<file path="src/rtl/qsm3_pkg.sv">
// Package for the median-of-three quicksort core.
// Holds defaults, LFSR constants and the controller/datapath command and status types.
// No dependencies.
package qsm3_pkg;

  localparam int MAX_ELEMENTS_DEF = 64;
  localparam int VALUE_WIDTH_DEF  = 32;
  localparam int STACK_DEPTH      = 64;
  localparam int SP_W             = $clog2(STACK_DEPTH) + 1;
  localparam int LFSR_W           = 16;
  localparam logic [LFSR_W-1:0] LFSR_SEED = 16'hACE1;
  localparam logic [LFSR_W-1:0] LFSR_TAPS = 16'hB400;
  localparam int MEDIAN_MIN_LEN   = 3;

  // element memory read source
  typedef enum logic [2:0] {
    RD_NONE,
    RD_IDX,
    RD_SX,
    RD_SY,
    RD_HI,
    RD_J
  } rd_sel_t;

  // element memory write source
  typedef enum logic [1:0] {
    WR_NONE,
    WR_LOAD,
    WR_SX_RD,
    WR_SY_A
  } wr_sel_t;

  // range stack push source
  typedef enum logic [1:0] {
    PUSH_NONE,
    PUSH_ALL,
    PUSH_LOW,
    PUSH_HIGH
  } push_sel_t;

  typedef struct packed {
    logic      load_en;
    logic      drop_set;
    logic      fin_clr;
    logic      sp_clr;
    push_sel_t push_sel;
    logic      pop;
    logic      rng_ld;
    logic      draw_start;
    logic      mod_step;
    logic      idx_ld;
    logic      k_clr;
    logic      cap_v;
    logic      med_sel;
    logic      part_sx;
    logic      fin_sx;
    logic      cap_a;
    rd_sel_t   rd_sel;
    wr_sel_t   wr_sel;
    logic      piv_ld;
    logic      part_init;
    logic      j_inc;
    logic      st_inc;
    logic      emit_init;
    logic      out_ld;
  } cmd_t;

  typedef struct packed {
    logic full;
    logic cnt_lt2;
    logic sp_zero;
    logic rng_bad;
    logic len_ge3;
    logic mod_last;
    logic k_is2;
    logic j_eq_hi;
    logic le_piv;
    logic push1_ok;
    logic push2_ok;
    logic emit_last;
  } status_t;

endpackage

</file>
<file path="src/rtl/qsm3_if.sv">
// Channel interfaces for the median-of-three quicksort core.
// Valid/ready transfer of input elements and sorted results; no dependencies.
interface qsm3_in_if #(parameter int VALUE_WIDTH = 32);
  logic                          valid;
  logic                          ready;
  logic signed [VALUE_WIDTH-1:0] value;
  logic                          last;
  modport source (output valid, value, last, input ready);
  modport sink   (input valid, value, last, output ready);
endinterface

interface qsm3_out_if #(parameter int VALUE_WIDTH = 32);
  logic                          valid;
  logic                          ready;
  logic signed [VALUE_WIDTH-1:0] sorted_value;
  logic                          final_res;
  logic                          overflow;
  modport source (output valid, sorted_value, final_res, overflow, input ready);
  modport sink   (input valid, sorted_value, final_res, overflow, output ready);
endinterface

</file>
<file path="src/rtl/quicksort_median_of_three_core.sv">
// Median-of-three quicksort core: loads one element per cycle, sorts on the last one.
// After the last element, each range is popped, its pivot loaded, each element compared,
// with a swap for each one at or below the pivot, then a final swap and pushes; a range of
// three or more first swaps in the median of three LFSR draws taken modulo its length.
// Results leave one at a time, held until taken; new sets load only after the final result.
// Reset (synchronous, rst_n low): empty store and stack, LFSR seeded to 0xACE1.
module quicksort_median_of_three_core
  import qsm3_pkg::*;
#(
  parameter int MAX_ELEMENTS = MAX_ELEMENTS_DEF,
  parameter int VALUE_WIDTH  = VALUE_WIDTH_DEF
) (
  input logic clk,
  input logic rst_n,
  qsm3_in_if.sink    in_ch,
  qsm3_out_if.source out_ch
);

  cmd_t    cmd;
  status_t status;

  qsm3_ctrl u_ctrl (
    .clk       (clk),
    .rst_n     (rst_n),
    .in_valid  (in_ch.valid),
    .in_last   (in_ch.last),
    .in_ready  (in_ch.ready),
    .out_ready (out_ch.ready),
    .out_valid (out_ch.valid),
    .cmd       (cmd),
    .status    (status)
  );

  qsm3_dpath #(
    .MAX_ELEMENTS (MAX_ELEMENTS),
    .VALUE_WIDTH  (VALUE_WIDTH)
  ) u_dpath (
    .clk       (clk),
    .rst_n     (rst_n),
    .cmd       (cmd),
    .status    (status),
    .in_value  (in_ch.value),
    .out_value (out_ch.sorted_value),
    .out_final (out_ch.final_res),
    .out_ovf   (out_ch.overflow)
  );

  // never load while a result is pending
  a_no_overlap: assert property (@(posedge clk) disable iff (!rst_n)
    !(in_ch.ready && out_ch.valid))
    else $error("input ready while a result is pending");

  // a last element starts the sort
  a_last_stops: assert property (@(posedge clk) disable iff (!rst_n)
    (in_ch.valid && in_ch.ready && in_ch.last) |=> !in_ch.ready)
    else $error("ready after last element");

  // final result returns the core to loading
  a_final_idle: assert property (@(posedge clk) disable iff (!rst_n)
    (out_ch.valid && out_ch.ready && out_ch.final_res) |=> in_ch.ready)
    else $error("not ready after final result");

endmodule

</file>
<file path="src/rtl/qsm3_dpath.sv">
// Datapath of the quicksort core: element memory, range stack, LFSR, modulo unit,
// median select, partition pointers and output register. Uses qsm3_pkg.
module qsm3_dpath
  import qsm3_pkg::*;
#(
  parameter int MAX_ELEMENTS = MAX_ELEMENTS_DEF,
  parameter int VALUE_WIDTH  = VALUE_WIDTH_DEF
) (
  input  logic                          clk,
  input  logic                          rst_n,
  input  cmd_t                          cmd,
  output status_t                       status,
  input  logic signed [VALUE_WIDTH-1:0] in_value,
  output logic signed [VALUE_WIDTH-1:0] out_value,
  output logic                          out_final,
  output logic                          out_ovf
);

  localparam int AW = $clog2(MAX_ELEMENTS);
  localparam int CW = AW + 1;
  localparam int SAW = SP_W - 1;
  localparam logic [CW-1:0] MAX_C = CW'(MAX_ELEMENTS);
  localparam logic [CW-1:0] ONE_C = CW'(1);

  // storage
  logic signed [VALUE_WIDTH-1:0] mem [MAX_ELEMENTS];
  logic        [2*AW-1:0]        stk [STACK_DEPTH];

  logic [CW-1:0]  cnt_r, cnt_nxt;
  logic           drop_r, drop_nxt;
  logic [SP_W-1:0] sp_r, sp_nxt;
  logic [LFSR_W-1:0] lfsr_r, lfsr_nxt;

  logic [AW-1:0] lo_r, hi_r, j_r, st_r, sx_r, sy_r;
  logic [CW-1:0] rem_r;
  logic [3:0]    bit_r;
  logic [1:0]    k_r;
  logic [AW-1:0] idx_r [3];
  logic signed [VALUE_WIDTH-1:0] v_r [3];
  logic signed [VALUE_WIDTH-1:0] piv_r, a_r, rdata_r;
  logic [2*AW-1:0] sdata_r;
  logic signed [VALUE_WIDTH-1:0] out_value_r;
  logic out_final_r, out_ovf_r;

  logic [CW-1:0] len;
  logic [CW-1:0] mod_t, mod_nxt;
  logic [AW-1:0] raddr, waddr, med_idx;
  logic signed [VALUE_WIDTH-1:0] wdata;
  logic we, re;
  logic [2*AW-1:0] push_data;
  logic push_we;
  logic le01, le_b2, le_s2;
  logic [AW-1:0] big_i, small_i;
  logic signed [VALUE_WIDTH-1:0] big_v, small_v;

  assign len = {1'b0, hi_r} - {1'b0, lo_r} + ONE_C;

  // control registers
  always_comb begin
    cnt_nxt  = cnt_r;
    drop_nxt = drop_r;
    sp_nxt   = sp_r;
    lfsr_nxt = lfsr_r;
    if (cmd.load_en) cnt_nxt = cnt_r + ONE_C;
    if (cmd.drop_set) drop_nxt = 1'b1;
    if (cmd.fin_clr) begin
      cnt_nxt  = '0;
      drop_nxt = 1'b0;
    end
    if (cmd.sp_clr) sp_nxt = '0;
    else if (cmd.pop) sp_nxt = sp_r - SP_W'(1);
    else if (push_we) sp_nxt = sp_r + SP_W'(1);
    if (cmd.draw_start) begin
      lfsr_nxt = lfsr_r >> 1;
      if (lfsr_r[0]) lfsr_nxt = (lfsr_r >> 1) ^ LFSR_TAPS;
    end
  end

  always_ff @(posedge clk) begin
    if (!rst_n) begin
      cnt_r  <= '0;
      drop_r <= 1'b0;
      sp_r   <= '0;
      lfsr_r <= LFSR_SEED;
    end else begin
      cnt_r  <= cnt_nxt;
      drop_r <= drop_nxt;
      sp_r   <= sp_nxt;
      lfsr_r <= lfsr_nxt;
    end
  end

  // restoring remainder step, one LFSR bit per cycle, MSB first
  assign mod_t   = {rem_r[AW-1:0], lfsr_r[~bit_r]};
  assign mod_nxt = (mod_t >= len) ? (mod_t - len) : mod_t;

  // median of the three drawn values
  always_comb begin
    le01    = v_r[0] <= v_r[1];
    big_i   = le01 ? idx_r[1] : idx_r[0];
    small_i = le01 ? idx_r[0] : idx_r[1];
    big_v   = le01 ? v_r[1] : v_r[0];
    small_v = le01 ? v_r[0] : v_r[1];
    le_b2   = big_v <= v_r[2];
    le_s2   = small_v <= v_r[2];
    if (le_b2) med_idx = big_i;
    else if (le_s2) med_idx = idx_r[2];
    else med_idx = small_i;
  end

  // element memory port select
  always_comb begin
    re    = 1'b1;
    raddr = j_r;
    case (cmd.rd_sel)
      RD_NONE: re = 1'b0;
      RD_IDX:  raddr = idx_r[k_r];
      RD_SX:   raddr = sx_r;
      RD_SY:   raddr = sy_r;
      RD_HI:   raddr = hi_r;
      RD_J:    raddr = j_r;
      default: re = 1'b0;
    endcase
    we    = 1'b1;
    waddr = sx_r;
    wdata = rdata_r;
    case (cmd.wr_sel)
      WR_NONE:  we = 1'b0;
      WR_LOAD: begin
        waddr = cnt_r[AW-1:0];
        wdata = in_value;
      end
      WR_SX_RD: begin
        waddr = sx_r;
        wdata = rdata_r;
      end
      WR_SY_A: begin
        waddr = sy_r;
        wdata = a_r;
      end
      default: we = 1'b0;
    endcase
  end

  always_ff @(posedge clk) begin
    if (we) mem[waddr] <= wdata;
    if (re) rdata_r <= mem[raddr];
  end

  // range stack push select
  always_comb begin
    push_we   = 1'b0;
    push_data = {lo_r, hi_r};
    case (cmd.push_sel)
      PUSH_NONE: push_we = 1'b0;
      PUSH_ALL: begin
        push_we   = 1'b1;
        push_data = {{AW{1'b0}}, AW'(cnt_r - ONE_C)};
      end
      PUSH_LOW: begin
        push_we   = 1'b1;
        push_data = {lo_r, st_r - AW'(1)};
      end
      PUSH_HIGH: begin
        push_we   = 1'b1;
        push_data = {st_r + AW'(1), hi_r};
      end
      default: push_we = 1'b0;
    endcase
    if (sp_r >= SP_W'(STACK_DEPTH)) push_we = 1'b0;
  end

  always_ff @(posedge clk) begin
    if (push_we) stk[sp_r[SAW-1:0]] <= push_data;
    if (cmd.pop) sdata_r <= stk[SAW'(sp_r - SP_W'(1))];
  end

  // working registers
  always_ff @(posedge clk) begin
    if (cmd.rng_ld) begin
      lo_r <= sdata_r[2*AW-1:AW];
      hi_r <= sdata_r[AW-1:0];
    end
    if (cmd.draw_start) begin
      rem_r <= '0;
      bit_r <= '0;
    end else if (cmd.mod_step) begin
      rem_r <= mod_nxt;
      bit_r <= bit_r + 4'd1;
    end
    if (cmd.idx_ld) idx_r[k_r] <= lo_r + rem_r[AW-1:0];
    if (cmd.cap_v) v_r[k_r] <= rdata_r;
    if (cmd.k_clr) k_r <= '0;
    else if (cmd.idx_ld || cmd.cap_v) k_r <= k_r + 2'd1;
    if (cmd.med_sel) begin
      sx_r <= med_idx;
      sy_r <= hi_r;
    end else if (cmd.part_sx) begin
      sx_r <= j_r;
      sy_r <= st_r;
    end else if (cmd.fin_sx) begin
      sx_r <= hi_r;
      sy_r <= st_r;
    end
    if (cmd.cap_a) a_r <= rdata_r;
    if (cmd.piv_ld) piv_r <= rdata_r;
    if (cmd.part_init) begin
      j_r  <= lo_r;
      st_r <= lo_r;
    end else if (cmd.emit_init) begin
      j_r <= '0;
    end else begin
      if (cmd.j_inc) j_r <= j_r + AW'(1);
      if (cmd.st_inc) st_r <= st_r + AW'(1);
    end
    if (cmd.out_ld) begin
      out_value_r <= rdata_r;
      out_final_r <= status.emit_last;
      out_ovf_r   <= drop_r;
    end
  end

  // status toward the controller
  always_comb begin
    status.full      = cnt_r == MAX_C;
    status.cnt_lt2   = cnt_r < CW'(2);
    status.sp_zero   = sp_r == '0;
    status.rng_bad   = (lo_r >= hi_r) || ({1'b0, hi_r} >= MAX_C);
    status.len_ge3   = len >= CW'(MEDIAN_MIN_LEN);
    status.mod_last  = bit_r == 4'd15;
    status.k_is2     = k_r == 2'd2;
    status.j_eq_hi   = j_r == hi_r;
    status.le_piv    = rdata_r <= piv_r;
    status.push1_ok  = {1'b0, st_r} > ({1'b0, lo_r} + ONE_C);
    status.push2_ok  = {1'b0, hi_r} > ({1'b0, st_r} + ONE_C);
    status.emit_last = ({1'b0, j_r} + ONE_C) == cnt_r;
  end

  assign out_value = out_value_r;
  assign out_final = out_final_r;
  assign out_ovf   = out_ovf_r;

endmodule

</file>
<file path="src/rtl/qsm3_ctrl.sv">
// Controller of the quicksort core: one-hot sequencer for load, range pop,
// pivot draw, median, swap, partition, push and emit. Uses qsm3_pkg.
module qsm3_ctrl
  import qsm3_pkg::*;
(
  input  logic    clk,
  input  logic    rst_n,
  input  logic    in_valid,
  input  logic    in_last,
  output logic    in_ready,
  input  logic    out_ready,
  output logic    out_valid,
  output cmd_t    cmd,
  input  status_t status
);

  typedef enum logic [25:0] {
    ST_IDLE      = 26'd1 << 0,
    ST_SORT_INIT = 26'd1 << 1,
    ST_PUSH0     = 26'd1 << 2,
    ST_POP       = 26'd1 << 3,
    ST_RNG       = 26'd1 << 4,
    ST_RNG_CHK   = 26'd1 << 5,
    ST_DRAW      = 26'd1 << 6,
    ST_MOD       = 26'd1 << 7,
    ST_IDX       = 26'd1 << 8,
    ST_MRD       = 26'd1 << 9,
    ST_MCAP      = 26'd1 << 10,
    ST_MED       = 26'd1 << 11,
    ST_SW_RA     = 26'd1 << 12,
    ST_SW_RB     = 26'd1 << 13,
    ST_SW_WA     = 26'd1 << 14,
    ST_SW_WB     = 26'd1 << 15,
    ST_PIV_RD    = 26'd1 << 16,
    ST_PIV_CAP   = 26'd1 << 17,
    ST_PLOOP     = 26'd1 << 18,
    ST_PCMP      = 26'd1 << 19,
    ST_PUSH1     = 26'd1 << 20,
    ST_PUSH2     = 26'd1 << 21,
    ST_EMIT_INIT = 26'd1 << 22,
    ST_ERD       = 26'd1 << 23,
    ST_ECAP      = 26'd1 << 24,
    ST_EHOLD     = 26'd1 << 25
  } state_t;

  // where a swap returns to
  typedef enum logic [1:0] {
    RET_MED,
    RET_PART,
    RET_FIN
  } ret_t;

  state_t state_r, state_nxt;
  ret_t   ret_r, ret_nxt;

  assign in_ready  = state_r == ST_IDLE;
  assign out_valid = state_r == ST_EHOLD;

  always_comb begin
    state_nxt = state_r;
    ret_nxt   = ret_r;
    cmd       = '0;
    cmd.push_sel = PUSH_NONE;
    cmd.rd_sel   = RD_NONE;
    cmd.wr_sel   = WR_NONE;
    case (state_r)
      ST_IDLE: begin
        if (in_valid) begin
          if (status.full) cmd.drop_set = 1'b1;
          else begin
            cmd.load_en = 1'b1;
            cmd.wr_sel  = WR_LOAD;
          end
          if (in_last) state_nxt = ST_SORT_INIT;
        end
      end
      ST_SORT_INIT: begin
        cmd.sp_clr = 1'b1;
        state_nxt  = status.cnt_lt2 ? ST_EMIT_INIT : ST_PUSH0;
      end
      ST_PUSH0: begin
        cmd.push_sel = PUSH_ALL;
        state_nxt    = ST_POP;
      end
      ST_POP: begin
        if (status.sp_zero) state_nxt = ST_EMIT_INIT;
        else begin
          cmd.pop   = 1'b1;
          state_nxt = ST_RNG;
        end
      end
      ST_RNG: begin
        cmd.rng_ld = 1'b1;
        state_nxt  = ST_RNG_CHK;
      end
      ST_RNG_CHK: begin
        if (status.rng_bad) state_nxt = ST_POP;
        else if (status.len_ge3) begin
          cmd.k_clr = 1'b1;
          state_nxt = ST_DRAW;
        end else state_nxt = ST_PIV_RD;
      end
      // step the LFSR and reduce it modulo the range length
      ST_DRAW: begin
        cmd.draw_start = 1'b1;
        state_nxt      = ST_MOD;
      end
      ST_MOD: begin
        cmd.mod_step = 1'b1;
        if (status.mod_last) state_nxt = ST_IDX;
      end
      ST_IDX: begin
        if (status.k_is2) begin
          cmd.idx_ld = 1'b1;
          cmd.k_clr  = 1'b1;
          state_nxt  = ST_MRD;
        end else begin
          cmd.idx_ld = 1'b1;
          state_nxt  = ST_DRAW;
        end
      end
      ST_MRD: begin
        cmd.rd_sel = RD_IDX;
        state_nxt  = ST_MCAP;
      end
      ST_MCAP: begin
        cmd.cap_v = 1'b1;
        state_nxt = status.k_is2 ? ST_MED : ST_MRD;
      end
      ST_MED: begin
        cmd.med_sel = 1'b1;
        ret_nxt     = RET_MED;
        state_nxt   = ST_SW_RA;
      end
      // swap two entries: read both, then write each with the other's value
      ST_SW_RA: begin
        cmd.rd_sel = RD_SX;
        state_nxt  = ST_SW_RB;
      end
      ST_SW_RB: begin
        cmd.cap_a  = 1'b1;
        cmd.rd_sel = RD_SY;
        state_nxt  = ST_SW_WA;
      end
      ST_SW_WA: begin
        cmd.wr_sel = WR_SX_RD;
        state_nxt  = ST_SW_WB;
      end
      ST_SW_WB: begin
        cmd.wr_sel = WR_SY_A;
        case (ret_r)
          RET_MED:  state_nxt = ST_PIV_RD;
          RET_PART: begin
            cmd.j_inc  = 1'b1;
            cmd.st_inc = 1'b1;
            state_nxt  = ST_PLOOP;
          end
          RET_FIN:  state_nxt = ST_PUSH1;
          default:  state_nxt = ST_PUSH1;
        endcase
      end
      // Lomuto partition
      ST_PIV_RD: begin
        cmd.rd_sel    = RD_HI;
        cmd.part_init = 1'b1;
        state_nxt     = ST_PIV_CAP;
      end
      ST_PIV_CAP: begin
        cmd.piv_ld = 1'b1;
        state_nxt  = ST_PLOOP;
      end
      ST_PLOOP: begin
        if (status.j_eq_hi) begin
          cmd.fin_sx = 1'b1;
          ret_nxt    = RET_FIN;
          state_nxt  = ST_SW_RA;
        end else begin
          cmd.rd_sel = RD_J;
          state_nxt  = ST_PCMP;
        end
      end
      ST_PCMP: begin
        if (status.le_piv) begin
          cmd.part_sx = 1'b1;
          ret_nxt     = RET_PART;
          state_nxt   = ST_SW_RA;
        end else begin
          cmd.j_inc = 1'b1;
          state_nxt = ST_PLOOP;
        end
      end
      ST_PUSH1: begin
        if (status.push1_ok) cmd.push_sel = PUSH_LOW;
        state_nxt = ST_PUSH2;
      end
      ST_PUSH2: begin
        if (status.push2_ok) cmd.push_sel = PUSH_HIGH;
        state_nxt = ST_POP;
      end
      // stream the sorted store out
      ST_EMIT_INIT: begin
        cmd.emit_init = 1'b1;
        state_nxt     = ST_ERD;
      end
      ST_ERD: begin
        cmd.rd_sel = RD_J;
        state_nxt  = ST_ECAP;
      end
      ST_ECAP: begin
        cmd.out_ld = 1'b1;
        state_nxt  = ST_EHOLD;
      end
      ST_EHOLD: begin
        if (out_ready) begin
          if (status.emit_last) begin
            cmd.fin_clr = 1'b1;
            state_nxt   = ST_IDLE;
          end else begin
            cmd.j_inc = 1'b1;
            state_nxt = ST_ERD;
          end
        end
      end
      default: state_nxt = ST_IDLE;
    endcase
  end

  always_ff @(posedge clk) begin
    if (!rst_n) begin
      state_r <= ST_IDLE;
      ret_r   <= RET_MED;
    end else begin
      state_r <= state_nxt;
      ret_r   <= ret_nxt;
    end
  end

endmodule
</file>
<file path="src/flat_wrapper.sv">
// flat-port wrapper written by rule: the top's interface ports become plain ports
module quicksort_median_of_three_core_flat import qsm3_pkg::*;
#(
  parameter int MAX_ELEMENTS = MAX_ELEMENTS_DEF,
  parameter int VALUE_WIDTH  = VALUE_WIDTH_DEF
)
  (clk, rst_n, in_ch_valid, in_ch_value, in_ch_last, in_ch_ready, out_ch_valid, out_ch_sorted_value, out_ch_final_res, out_ch_overflow, out_ch_ready);
  qsm3_in_if #(.VALUE_WIDTH(VALUE_WIDTH)) in_ch_i ();
  qsm3_out_if #(.VALUE_WIDTH(VALUE_WIDTH)) out_ch_i ();
  input logic clk;
  input logic rst_n;
  input wire logic [$bits(in_ch_i.valid)-1:0] in_ch_valid;
  input wire logic [$bits(in_ch_i.value)-1:0] in_ch_value;
  input wire logic [$bits(in_ch_i.last)-1:0] in_ch_last;
  output wire logic [$bits(in_ch_i.ready)-1:0] in_ch_ready;
  output wire logic [$bits(out_ch_i.valid)-1:0] out_ch_valid;
  output wire logic [$bits(out_ch_i.sorted_value)-1:0] out_ch_sorted_value;
  output wire logic [$bits(out_ch_i.final_res)-1:0] out_ch_final_res;
  output wire logic [$bits(out_ch_i.overflow)-1:0] out_ch_overflow;
  input wire logic [$bits(out_ch_i.ready)-1:0] out_ch_ready;
  assign in_ch_i.valid = in_ch_valid;
  assign in_ch_i.value = in_ch_value;
  assign in_ch_i.last = in_ch_last;
  assign in_ch_ready = in_ch_i.ready;
  assign out_ch_valid = out_ch_i.valid;
  assign out_ch_sorted_value = out_ch_i.sorted_value;
  assign out_ch_final_res = out_ch_i.final_res;
  assign out_ch_overflow = out_ch_i.overflow;
  assign out_ch_i.ready = out_ch_ready;
  quicksort_median_of_three_core #(.MAX_ELEMENTS(MAX_ELEMENTS), .VALUE_WIDTH(VALUE_WIDTH)) u_core (.clk(clk), .rst_n(rst_n), .in_ch(in_ch_i), .out_ch(out_ch_i));
endmodule
</file>
<file path="config.mk">
export PLATFORM = sky130hd
export DESIGN_NAME = quicksort_median_of_three_core_flat
export DESIGN_NICKNAME = d
export VERILOG_FILES = /design/src/rtl/qsm3_pkg.sv /design/src/rtl/qsm3_if.sv /design/src/rtl/quicksort_median_of_three_core.sv /design/src/rtl/qsm3_dpath.sv /design/src/rtl/qsm3_ctrl.sv /design/src/flat_wrapper.sv
export SDC_FILE = /design/constraint.sdc
export NUM_CORES = 2
export LEC_CHECK = 0
export BUFFER_PORTS_ARGS = -buffer_cell sky130_fd_sc_hd__buf_4
export CAP_MARGIN = 15
export CORE_UTILIZATION = 50
export DETAILED_ROUTE_END_ITERATION = 10
export HOLD_SLACK_MARGIN = 0.05
export PLACE_DENSITY = 0.62
export SYNTH_ARGS = -nofsm -noshare
export SYNTH_HDL_FRONTEND = slang
export SYNTH_SLANG_ARGS = --single-unit
</file>
<file path="constraint.sdc">
create_clock -name clk -period 17.1 [get_ports clk]
set_clock_uncertainty 0.15 [all_clocks]
set_input_delay 1.71 -clock clk [delete_from_list [all_inputs] [get_ports clk]]
set_output_delay 1.71 -clock clk [all_outputs]
set_load 0.02 [all_outputs]
</file>
==> impl_metrics.json <==
{
  "rrSetupSlack_ns": 9.72,
  "routed_wl_mm": 375.9,
  "path_common_cell": "buf_4",
  "portBuffers": 72,
  "cap_violations": 0,
  "synth_most_common_cell": "edfxtp_1",
  "die_width_um": 512.7,
  "cts_resized": 0,
  "leakagePower_nw": 47.48,
  "postRouteAntennaNets": 0,
  "period_share": 0.4314,
  "crit_fanout": 134,
  "worstPathArrival_ns": 7.92,
  "via_per_inst": 6.254,
  "antenna_found_initial": 25,
  "grt_pass1_wl_mm": 535.9,
  "hold_buffers": 0,
  "io_pins": 73,
  "hold_violations": 0,
  "drt_iter0_drc": 10470,
  "cts_max_level": 5,
  "route.vias.total": 77500,
  "cts_setup_buffers": 0,
  "drt_pre_antenna_iters": 7,
  "fmax_mhz": 135.5,
  "fin_cells": 12390,
  "nNetsFinal": 8950,
  "synth_commonest_cells": "3114 x edfxtp_1, 1396 x nand2_1, 780 x nand3_1",
  "ys_seq_area_frac": 0.7284,
  "clockBufferDepth": 4,
  "finalSetupTns_ns": 0,
  "syn_area_um2": 130400,
  "yosys-top-cells-area": "edfxtp_1 72%, mux4_2 4.8%, mux2i_1 4.2%",
  "yosys.area.top_type": "edfxtp_1",
  "wl_met1_mm": 150.4,
  "grt.overflow.total": 0,
  "run_status": "finished clean",
  "syn-mean-instance-area_um2": 15.32,
  "synth_nets": 8732,
  "grt_max_degree": 156,
  "grt_usage": 0.2833,
  "yosysTopAreaCellShare": 0.7172,
  "finalCriticalPeriod_ns": 7.378,
  "worstSetupPathType": "flip-flop to flip-flop",
  "clk_latency_ns": 1.02,
  "place_inst": 11760,
  "clkSinkCount": 3187,
  "hold_class": "flip-flop to flip-flop",
  "powerDensity_nw_per_um2": 108.9,
  "crit_slowest_cell": "buf_4",
  "layout-drive-gt1-share": 0.1437,
  "wl_per_cell_um": 30.34,
  "gp_congestion": 0.8898,
  "cp_cell_sequence": "nor4_1, nand4_1, nor3_1, nor3_4, buf_4, a21oi_4, buf_12, buf_4, buf_4, buf_4, mux2i_1, mux2i_1, a22oi_1, nand4_1, or4_1",
  "crit_family": "buffers and inverters",
  "synth_ff_type": "edfxtp_1",
  "final_area_um2": 147000,
  "critPathBufInv": 5,
  "numCtsBuffers": 342,
  "met2_length_mm": 171.4,
  "synth_warnings": 0,
  "routed.top_layer": "met5",
  "die_y_um": 512.7,
  "path_clk_slew_ns": 0.06,
  "relSlewSlack": 0.1853,
  "cts_root_buffer": "clkbuf_16",
  "tightest_slew_ns": 1.218,
  "async_flop_share": 0,
  "required_ns": 17.64,
  "syn_to_final_growth_pct": 12.73,
  "grt_pass1_vias": 74310,
  "synth_seq_cells": 3187,
  "cp-start-kind": "flip-flop",
  "power_mw": 16.01,
  "hold_ws_ns": 0.2727,
  "dr_wl_met3_mm": 36.62,
  "remaining_drc_errors": 0,
  "place_area_um2": 136200,
  "crit_path_end_kind": "flip-flop",
  "final_max_slew_viol_count": 0,
  "rows": 187,
  "core_um2": 259500,
  "dieArea_um2": 262800,
  "start_util": 0.5025,
  "hpwl_mm": 215.5,
  "worst_path_largest_cell_delay_ns": 0.91,
  "setup_violations": 0,
  "rsz0062_at_grt": "false",
  "synth.distinct_cells": 80,
  "synth_edf_count": 3114,
  "cts_tree": "done",
  "ir_drop_uv": 118.0,
  "synthCells": 8509
}
## path summary, 6_finish.rpt
path | to | cells past startpoint | start
max | u_core.u_dpath.rdata_r[22]$_DFFE_PP_ | 15 | u_core.u_ctrl.state_r[25]$_SDFFE_PN0P_
min | u_core.u_dpath.lo_r[2]$_DFFE_PP_ | 0 | u_core.u_dpath.sdata_r[8]$_DFFE_PP_
max reg2reg | u_core.u_dpath.rdata_r[22]$_DFFE_PP_ | 15 | u_core.u_ctrl.state_r[25]$_SDFFE_PN0P_
min reg2reg | u_core.u_dpath.lo_r[2]$_DFFE_PP_ | 0 | u_core.u_dpath.sdata_r[8]$_DFFE_PP_
## worst reg2reg max path, stage by stage, from the launching register on
cell and delay [ns]:
dfxtp_1 0.36, nor4_1 0.65, nand4_1 0.29, nor3_1 0.74, nor3_4 0.10, buf_4 0.29
a21oi_4 0.23, buf_12 0.50, buf_4 0.88, buf_4 0.93, buf_4 0.83, mux2i_1 0.28
mux2i_1 0.10, a22oi_1 0.23, nand4_1 0.13, or4_1 0.47
## flip-flops by register name (all words and copies together), names as in the netlist, 4 cells and up, named ones only
signal	flops
u_core.u_dpath.rdata_r	32
u_core.u_dpath.lo_r	6
u_core.u_dpath.sdata_r	12
u_core.u_dpath.st_r	6
u_core.u_dpath.hi_r	6
u_core.u_dpath.piv_r	32
u_core.u_dpath.idx_r	24
u_core.u_dpath.mem	2048
u_core.u_dpath.cnt_r	7
u_core.u_dpath.bit_r	4
u_core.u_dpath.a_r	32
u_core.u_dpath.v_r	96
u_core.u_dpath.sy_r	6
u_core.u_dpath.rem_r	6
u_core.u_dpath.out_value	32
u_core.u_dpath.sx_r	6
u_core.u_dpath.sp_r	7
u_core.u_dpath.lfsr_r	16
u_core.u_dpath.j_r	6
u_core.u_ctrl.state_r	26
u_core.u_dpath.stk	768
## kinds of logic (layout without fill, tap and decap cells)
| logic type | Yosys count | after routing | share of synthesized area |
|---|---|---|---|
| fa+ha+maj | 186 | 186 | 0.01802 |
| compound gates | 741 | 741 | 0.03961 |
| flops | 3187 | 3187 | 0.7284 |
| xor+xnor | 61 | 61 | 0.004098 |
| mux | 858 | 858 | 0.09282 |
| simple gates | 2794 | 2794 | 0.09612 |
| buf+inv | 682 | 1152 | 0.02095 |
| other cells | 0 | 10 | 0 |
## cell type report
cell class | instances | area, um^2
Clock inverter | 187 | 1665
Fill cell | 20030 | 112500
Antenna cell | 10 | 25.02
Tap cell | 3402 | 4257
Sequential cell | 3187 | 94970
Clock buffer | 409 | 8851
Inverter | 205 | 769.5
Timing Repair Buffer | 351 | 2835
Multi-Input combinational cell | 4640 | 33600
## where the power goes
part / leakage, nW / switching (mW) / internal [mW]
sequential: 26.3 / 0.0101 / 8.63
clock: 5.11 / 2.97 / 4.08
combinational: 16.1 / 0.266 / 0.0483
total: 47.5 / 3.25 / 12.8
## metal layers
layer	up-vias	track usage
met1	39510	0.3986
met4	12	0.1244
met3	767	0.05252
met5	-	0
li1	33120	-
met2	4097	0.4329
## per-stage QoR
| step | util | setup WS (ns) |
|---|---|---|
| 2_1_floorplan | - | 10.93 |
| 3_3_place_gp | 0.5246 | 10.10 |
| 3_5_place_dp | 0.5248 | 10.01 |
| 4_1_cts | 0.5653 | 10.01 |
| 5_1_grt | 0.5664 | 9.345 |
| 6_report | 0.5664 | 9.722 |
## cells in the final DEF (no fill, tap or decap), types with 29 or more instances in the layout
| master | netlist | layout |
|---|---|---|
| clkbuf_1 | 293 | 64 |
| nor2_4 | 0 | 70 |
| clkinv_2 | 0 | 49 |
| inv_1 | 204 | 204 |
| nand4_1 | 87 | 87 |
| a31oi_1 | 45 | 45 |
| xnor2_1 | 46 | 43 |
| ha_1 | 183 | 182 |
| nand2_1 | 1396 | 1363 |
| a211oi_1 | 109 | 108 |
| o21ai_0 | 107 | 97 |
| a32oi_1 | 43 | 43 |
| o22ai_1 | 33 | 31 |
| mux2i_1 | 542 | 542 |
| mux2_2 | 39 | 39 |
| a311oi_1 | 29 | 29 |
| nor2_1 | 269 | 196 |
| mux4_2 | 277 | 277 |
| nand2_2 | 0 | 30 |
| edfxtp_1 | 3114 | 3114 |
| buf_4 | 4 | 331 |
| a2111oi_0 | 36 | 36 |
| a21oi_1 | 110 | 106 |
| dfxtp_1 | 73 | 72 |
| nor3_1 | 39 | 36 |
| clkbuf_16 | 0 | 343 |
| clkinv_1 | 1 | 82 |
| a21o_1 | 40 | 39 |
| a22oi_1 | 65 | 65 |
| nand3_1 | 780 | 780 |
(Power assumes the default switching activity.)
